**src/rtl/bfuh_pkg.sv**
```systemverilog
`timescale 1ns / 1ps
// ----------------------------------------------------------------------------
// Bloom filter hash unit package
// Field widths, action and register codes, the Mersenne prime and the
// sequencer state type shared by the filter and its checker.
// ----------------------------------------------------------------------------
package bfuh_pkg;

	// Field widths of the command and configuration ports.
	localparam int ACT_W   = 2;
	localparam int KEY_W   = 32;
	localparam int CIDX_W  = 4;
	localparam int COEF_W  = 61;
	localparam int TS_W    = 17;
	localparam int HC_W    = 5;
	localparam int CFG_W   = 17;
	localparam int CFG_IDX_W = 2;

	// The Mersenne prime 2^61 - 1.
	localparam logic [COEF_W-1:0] PRIME_M61 = {COEF_W{1'b1}};

	// Remainder unit: dividend padded to whole digits, four bits per cycle.
	localparam int DIV_IN_W     = 64;
	localparam int DIV_STEP     = 4;
	localparam int DIV_CYCLES   = DIV_IN_W / DIV_STEP;
	localparam int DIV_CNT_W    = $clog2(DIV_CYCLES);

	// Command actions.
	localparam logic [ACT_W-1:0] ACT_INSERT = 2'd0;
	localparam logic [ACT_W-1:0] ACT_QUERY  = 2'd1;
	localparam logic [ACT_W-1:0] ACT_LOAD   = 2'd2;

	// Configuration register indexes.
	localparam logic [CFG_IDX_W-1:0] CFG_TABLE_SIZE = 2'd0;
	localparam logic [CFG_IDX_W-1:0] CFG_HASH_COUNT = 2'd1;

	// Sequencer states, one-hot.
	typedef enum logic [10:0] {
		ST_IDLE  = 11'b000_0000_0001,
		ST_CLEAR = 11'b000_0000_0010,
		ST_RD    = 11'b000_0000_0100,
		ST_MUL0  = 11'b000_0000_1000,
		ST_MUL1  = 11'b000_0001_0000,
		ST_SUM   = 11'b000_0010_0000,
		ST_ADD   = 11'b000_0100_0000,
		ST_FOLD  = 11'b000_1000_0000,
		ST_DIV   = 11'b001_0000_0000,
		ST_TBL   = 11'b010_0000_0000,
		ST_CHK   = 11'b100_0000_0000
	} state_t;

endpackage

```
**src/rtl/bfuh_mod_unit.sv**
```systemverilog
`timescale 1ns / 1ps
// ----------------------------------------------------------------------------
// Bloom filter hash remainder unit
// Restoring remainder of a 61-bit hash value by the table size, four
// dividend bits per cycle.
// ----------------------------------------------------------------------------
module bfuh_mod_unit
	import bfuh_pkg::*;
#(
	parameter int N_W = 17
) (
	input  logic              clk,
	input  logic              arst_n,
	input  logic              go,
	input  logic [COEF_W-1:0] dividend,
	input  logic [N_W-1:0]    divisor,
	output logic              done,
	output logic [N_W-1:0]    rem
);

	logic                 busy_q;
	logic                 done_q;
	logic [DIV_CNT_W-1:0] cnt_q;
	logic [DIV_IN_W-1:0]  sh_q;
	logic [N_W-1:0]       rem_q;
	logic [DIV_IN_W-1:0]  sh_next;
	logic [N_W-1:0]       rem_next;

	// Four restoring steps: shift in the next dividend bit, subtract if it fits.
	always_comb begin
		logic [N_W:0] trial;
		sh_next  = sh_q;
		rem_next = rem_q;
		for (int j = 0; j < DIV_STEP; j++) begin
			trial   = {rem_next, sh_next[DIV_IN_W-1]};
			sh_next = {sh_next[DIV_IN_W-2:0], 1'b0};
			if (trial >= {1'b0, divisor}) begin
				rem_next = N_W'(trial - {1'b0, divisor});
			end else begin
				rem_next = N_W'(trial);
			end
		end
	end

	// Iteration control.
	always_ff @(posedge clk or negedge arst_n) begin
		if (!arst_n) begin
			busy_q <= 1'b0;
			done_q <= 1'b0;
			cnt_q  <= '0;
		end else begin
			done_q <= 1'b0;
			if (go) begin
				busy_q <= 1'b1;
				cnt_q  <= '0;
			end else if (busy_q) begin
				cnt_q <= cnt_q + 1'b1;
				if (cnt_q == DIV_CNT_W'(DIV_CYCLES - 1)) begin
					busy_q <= 1'b0;
					done_q <= 1'b1;
				end
			end
		end
	end

	// Dividend shift register and partial remainder.
	always_ff @(posedge clk) begin
		if (go) begin
			sh_q  <= {{(DIV_IN_W-COEF_W){1'b0}}, dividend};
			rem_q <= '0;
		end else if (busy_q) begin
			sh_q  <= sh_next;
			rem_q <= rem_next;
		end
	end

	assign done = done_q;
	assign rem  = rem_q;

endmodule

```
**config.mk**
```make
export PLATFORM = sky130hd
export DESIGN_NAME = bfuh_mod_unit
export DESIGN_NICKNAME = d
export VERILOG_FILES = /design/src/rtl/bfuh_pkg.sv /design/src/rtl/bfuh_mod_unit.sv
export SDC_FILE = /design/constraint.sdc
export NUM_CORES = 1
export LEC_CHECK = 0
export BUFFER_PORTS_ARGS = -buffer_cell sky130_fd_sc_hd__buf_2
export CORE_UTILIZATION = 38
export DETAILED_ROUTE_END_ITERATION = 10
export PLACE_DENSITY = 0.56
export SYNTH_ARGS = -nofsm -noshare
export SYNTH_HDL_FRONTEND = slang
export SYNTH_SLANG_ARGS = --single-unit
```
**constraint.sdc**
```tcl
create_clock -name clk -period 29.8 [get_ports clk]
set_clock_uncertainty 0.15 [all_clocks]
set_input_delay 5.96 -clock clk [delete_from_list [all_inputs] [get_ports clk]]
set_output_delay 5.96 -clock clk [all_outputs]
set_load 0.01 [all_outputs]
```
-- Word-level counts from Yosys, hierarchy flattened
Cells that the tools add are included.
- add/subtract/negate cells: 5
- multipliers: 0
- div/mod/pow operators: 0
- magnitude comparators: 4
- equality and inequality tests: 1
- shifts and indexed selects: 0
- multiplexer cells: 14
- bitwise gates (word level): 0
- reductions and logical operators: 1
- operators with widths (kind ; number):
    61-bit two-way mux ; 2
    18-bit by 17-bit greater-or-equal comparator with 1-bit output ; 4
    17-bit two-way mux ; 4
    17-bit subtractor ; 4
    4-bit two-way mux ; 2
    1-bit two-way mux ; 6
    4-bit by 1-bit adder with 4-bit output, second input constant ; 1
    4-bit equality test, second input constant ; 1
    2-bit nonzero test ; 1
- bits in registers: 87
- bits in latches: 0
- RAM bits: 0
- ROM bits: 0
- bits of input ports: 81
- output and inout port bits: 18
- word-level logic and storage cells: 31
- memories kept: 0

-- Longest topological paths before layout
- word-level depth: 8
- depth in mapped cells: 47
- depth with buffers taken out: 43

-- Least setup slack after synthesis
OpenSTA, ideal clock, no wires.
- path kind: in2reg
- from: in divisor[0]
- to: reg rem_q[2], in the netlist rem[2]
- setup time: 0.095 ns
- data arrival time: 15.443 ns
- required time: 29.555 ns
- path slack: 14.111 ns
- stages: 42
- path buffers: 4
- cell sequence: ha_1 > inv_1 > fa_1 > a21o_1 > a221oi_4 > a21oi_1 > a21o_1 > clkbuf_1 > o21ai_0 > fa_1 > nor2b_1 > o31a_1 > o41ai_4 > o21ai_0 > o211a_1 > a2111o_1 > buf_6 > buf_2 > [6 not listed] > a221o_1 > o41a_1 > nor2_1 > a21oi_2 > buf_4 > mux2i_1 > fa_1 > a21o_1 > a21oi_1 > nor2b_1 > o21ai_0 > a211oi_1 > o311a_1 > o21a_1 > o22a_1 > a211o_4 > or4b_1 > o311ai_1
- cells in the longest elaborated chain, start to end: 8
- elaborated cells between the ends (all ways): 12
- classes of those cells: add/sub: 4; order compare: 4; mux: 4
- ends and longest elaborated chain (item ; RTL line ; RTL):
    start: declaration ; bfuh_mod_unit.sv:16 ; input logic [N_W-1:0] divisor,
    17-bit subtractor / 18-bit by 17-bit greater-or-equal comparator with 1-bit output (equally long branches) ; bfuh_mod_unit.sv:38, bfuh_mod_unit.sv:37 ;
    17-bit two-way mux ; bfuh_mod_unit.sv:37 ; if (trial >= {1'b0, divisor}) begin
    17-bit subtractor / 18-bit by 17-bit greater-or-equal comparator with 1-bit output (equally long branches) ; bfuh_mod_unit.sv:38, bfuh_mod_unit.sv:37 ;
    17-bit two-way mux ; bfuh_mod_unit.sv:37 ;
    18-bit by 17-bit greater-or-equal comparator with 1-bit output / 17-bit subtractor (equally long branches) ; bfuh_mod_unit.sv:37, bfuh_mod_unit.sv:38 ;
    17-bit two-way mux ; bfuh_mod_unit.sv:37 ;
    17-bit subtractor / 18-bit by 17-bit greater-or-equal comparator with 1-bit output (equally long branches) ; bfuh_mod_unit.sv:38, bfuh_mod_unit.sv:37 ;
    17-bit two-way mux * ; bfuh_mod_unit.sv:37 ;
    end signal: assignment ; bfuh_mod_unit.sv:73 ; rem_q <= rem_next;
    end: declaration ; bfuh_mod_unit.sv:25 ; logic [N_W-1:0] rem_q;
Every way passes the cells marked *; elsewhere a longest branch is shown, timed or not.
A chain may end at the register's enable or synchronous reset.

-- Worst setup path in the final report
- from: in divisor[13]
- to: reg rem_q[2], in the netlist rem[2]
The elaborated chain is that of the path after synthesis.

==> impl_table.tex <==
\begin{tabular}{lr}
\hline
Metric & Value \\
\hline
\multicolumn{2}{l}{\textbf{Die}} \\
Die width & 141 µm \\
Core Region & 0.0188 mm² \\
Top-level I/O count & 99 \\
Number of placement rows & 50 \\
Effective utilization at floorplan & 39.1\% \\
Die area & 0.0199 mm² \\
Vertical die dimension & 141 µm \\
\multicolumn{2}{l}{\textbf{Drt}} \\
Final routed wirelength across all metal layers & 18.9 mm \\
Residual DRC count & 0 \\
Mean routed wirelength per cell & 17.3 µm \\
Post-detailed-route count of antenna-violating nets & 0 \\
DRT Pass-1 Iters & 4 \\
Iteration-0 DRC count of the detailed router & 406 \\
Via/cell ratio & 5.43 \\
Vias post-DR & 5,932 \\
\multicolumn{2}{l}{\textbf{Global route}} \\
Antenna violations before repair & 1 \\
Total global routing track utilization & 19.3\% \\
First-pass GRT wire length & 29.7 mm \\
Largest net degree at the start of global routing & 91 \\
Remaining global-route overflow & 0 \\
Via count of the first global-routing pass & 5,668 \\
\multicolumn{2}{l}{\textbf{Synthesis}} \\
Fraction of synthesis flops using an asynchronous set or reset pin & 6.90\% \\
Seq cells post-synth & 87 \\
Number of instances in the synthesized netlist & 741 \\
Sequential element share of the synthesized area & 32.3\% \\
Count of flip-flops with a built-in enable after synthesis & 61 \\
Avg Synthesized Cell Area & 9.94 µm² \\
Count of cell types in the netlist & 73 \\
Post-synthesis instance area & 0.00737 mm² \\
Most common flop cell mapped by yosys & sky130\_fd\_sc\_hd\_\_edfxtp\_1 \\
Nets in the synthesized netlist & 895 \\
Yosys warnings & 0 \\
\multicolumn{2}{l}{\textbf{Setup path}} \\
CP Buf/Inv Count & 2 \\
Most common cell on crit path & sky130\_fd\_sc\_hd\_\_ha\_1 \\
Worst-path maximum fanout & 29 \\
Critical Setup Path Class & in -> reg \\
CP Launch Type & input port \\
Data arrival time at the worst-slack endpoint & 17.33 ns \\
Type of element capturing the critical path & register \\
Slowest-stage cell, CP & sky130\_fd\_sc\_hd\_\_a2111o\_1 \\
CP Data Required Time & 29.89 ns \\
Family of cells with the greatest summed delay on the critical path & compound AO/OA/AOI/OAI gates \\
Largest incremental delay on the critical path & 0.77 ns \\
\multicolumn{2}{l}{\textbf{Clock tree}} \\
H-tree depth & 3 \\
Largest buffer count on any clock path & 2 \\
Number of buffers inserted by post-CTS setup repair & 0 \\
Quantity of gates resized following cts & 0 \\
Clock tree from TritonCTS & built \\
Number of hold buffers added after cts & 0 \\
Sink Count & 87 \\
Insertion delay to the later sink of the worst-skew pair & 0.34 ns \\
Clock transition at the register clock pins on the worst setup and hold paths after CTS & 0.07 ns \\
TritonCTS Buffers & 9 \\
CTS root buf & sky130\_fd\_sc\_hd\_\_clkbuf\_16 \\
\multicolumn{2}{l}{\textbf{Finish}} \\
Combined area of the multi-input logic cells & 0.00473 mm² \\
Fraction of layout instances using a drive strength above 1 & 25.8\% \\
Final cell area excluding filler cells & 0.00843 mm² \\
Final antenna diode count & 0 \\
Flip-flop and latch area & 0.00238 mm² \\
Area overhead of the layout relative to synthesis & 14.5\% \\
Net total in the final layout & 983 \\
Layout filler cell count & 1,822 \\
\multicolumn{2}{l}{\textbf{Worst hold path}} \\
Kind of path behind the tightest hold check & reg -> reg \\
\multicolumn{2}{l}{\textbf{Placed design}} \\
Count of buffers from port buffering & 98 \\
Dpl hpwl & 14.9 mm \\
Gpl congestion & 0.902 \\
Standard cell area after detailed placement & 0.00809 mm² \\
\multicolumn{2}{l}{\textbf{Timing}} \\
Post-Route Hold Slack & 0.334 ns \\
Max-Slew Margin vs Limit & 28.3\% \\
Pin slew with the least headroom to its limit & 1.07 ns \\
Fmax achieved & 58.0 MHz \\
Final count of hold timing violations & 0 \\
RSZ-0062 raised after global routing & no \\
Setup violations, final & 0 \\
Min Tclk post-route & 17.24 ns \\
Max-slew violations & 0 \\
Sum of negative setup slack & 0 ns \\
Part of the cycle the worst path needs & 57.9\% \\
\multicolumn{2}{l}{\textbf{Status}} \\
Result of the run & finished, final reports clean \\
\multicolumn{2}{l}{\textbf{Run}} \\
Max-capacitance violation count & 0 \\
\hline
\end{tabular}
==> cells in the final DEF, fill, tap and decap left out, drive strengths merged, types with 16 or more instances in the layout <==
cell / count
buf: 100
mux2: 84
nor2: 76
ha: 69
edfxtp: 61
a21oi: 57
inv: 42
xnor2: 34
nand2: 25
o21ai: 24
a21o: 22
dfxtp: 20
xor2: 17
a211oi: 17
mux2i: 17
nor3: 16
==> cell type report <==
| cell class | instances | share of cell area, % |
|---|---|---|
| multi-input cells | 591 | 56.0 |
| flip-flops and latches | 87 | 28.2 |
| inverters | 40 | 1.78 |
| repair buffers | 100 | 6.02 |
| well taps | 260 | 3.86 |
| clock inverters | 6 | 1.38 |
| clock buffers | 9 | 2.67 |
==> logic make-up (layout without fill, tap and decap cells) <==
logic type      after synthesis  in the layout  share of synthesized area (%)
mux                         101            101                           15.2
xor+xnor                     51             51                           6.06
simple gates                173            173                           11.0
fa+ha+maj                    73             73                           12.8
compound gates              193            193                           19.1
buf+inv                      63            155                           3.50
flops                        87             87                           32.3
==> per-stage QoR <==
stage / util, % / worst slack [ns] / instances
2_1_floorplan: - / 14.11 / 741
4_1_cts: 44.8 / 12.65 / 1093
3_3_place_gp: 43.0 / 12.53 / 1078
5_1_grt: 44.8 / 11.92 / 1093
3_5_place_dp: 43.0 / 12.33 / 1078
6_report: 44.8 / 12.56 / 1093
==> cells in the mapped netlist (5+ instances only) <==
master | n | area share [%]
sky130_fd_sc_hd__mux2_2 | 84 | 13
sky130_fd_sc_hd__nor2_1 | 76 | 3.9
sky130_fd_sc_hd__ha_1 | 69 | 12
sky130_fd_sc_hd__edfxtp_1 | 61 | 25
sky130_fd_sc_hd__a21oi_1 | 56 | 3.8
sky130_fd_sc_hd__inv_1 | 40 | 2.0
sky130_fd_sc_hd__xnor2_1 | 34 | 4.0
sky130_fd_sc_hd__nand2_1 | 25 | 1.3
sky130_fd_sc_hd__o21ai_0 | 23 | 1.6
sky130_fd_sc_hd__a21o_1 | 22 | 2.2
sky130_fd_sc_hd__dfxtp_1 | 20 | 5.4
sky130_fd_sc_hd__a211oi_1 | 17 | 1.7
sky130_fd_sc_hd__mux2i_1 | 17 | 2.3
sky130_fd_sc_hd__xor2_1 | 17 | 2.0
sky130_fd_sc_hd__nor3_1 | 15 | 1.0
sky130_fd_sc_hd__clkbuf_1 | 14 | 0.71
sky130_fd_sc_hd__o21a_1 | 14 | 1.4
sky130_fd_sc_hd__nand3_1 | 13 | 0.88
sky130_fd_sc_hd__nor2b_1 | 9 | 0.76
sky130_fd_sc_hd__nand4_1 | 8 | 0.68
sky130_fd_sc_hd__dfrtp_1 | 6 | 2.0
sky130_fd_sc_hd__o31a_1 | 6 | 0.71
sky130_fd_sc_hd__and2_1 | 5 | 0.42
sky130_fd_sc_hd__o21bai_1 | 5 | 0.51
==> registers in the layout (all words and copies together) (netlist names) <==
| name | flops |
|---|---|
| sh_q | 64 |
| done | 1 |
| cnt_q | 4 |
| rem | 17 |
| busy_q | 1 |
==> routing by layer <==
layer	part of all wire (%)	GRT usage, %	up-vias
met2	45	30.9	161
met1	48	26.9	2788
met5	0.063	0	-
li1	-	-	2967
met3	5.6	3.13	14
met4	1.3	4.81	2
==> path summary, 6_finish.rpt <==
path,start,end,slack [ns],cells after the start
max reg2reg,rem[11],rem[2],17.99,35
min reg2reg,sh_q[57],sh_q[61],0.33,2
min,sh_q[57],sh_q[61],0.33,2
max in group asynchronous,arst_n,busy_q,24.06,1
max,divisor[13],rem[2],12.56,37
min in group asynchronous,arst_n,cnt_q[2],5.28,1
==> worst register-to-register path, delay by kind of cell (launching register included) <==
family / cells / cell delay, ns
AOI/OAI and AO/OA: 24 / 7.61
adders and majority gates: 4 / 1.42
DFF: 1 / 0.39
muxes: 2 / 0.89
and+or+nand+nor: 5 / 1.29
Power is left out: the tool's default activity adds up to more than one toggle a clock period on the data nets, which glitch-free logic cannot reach.
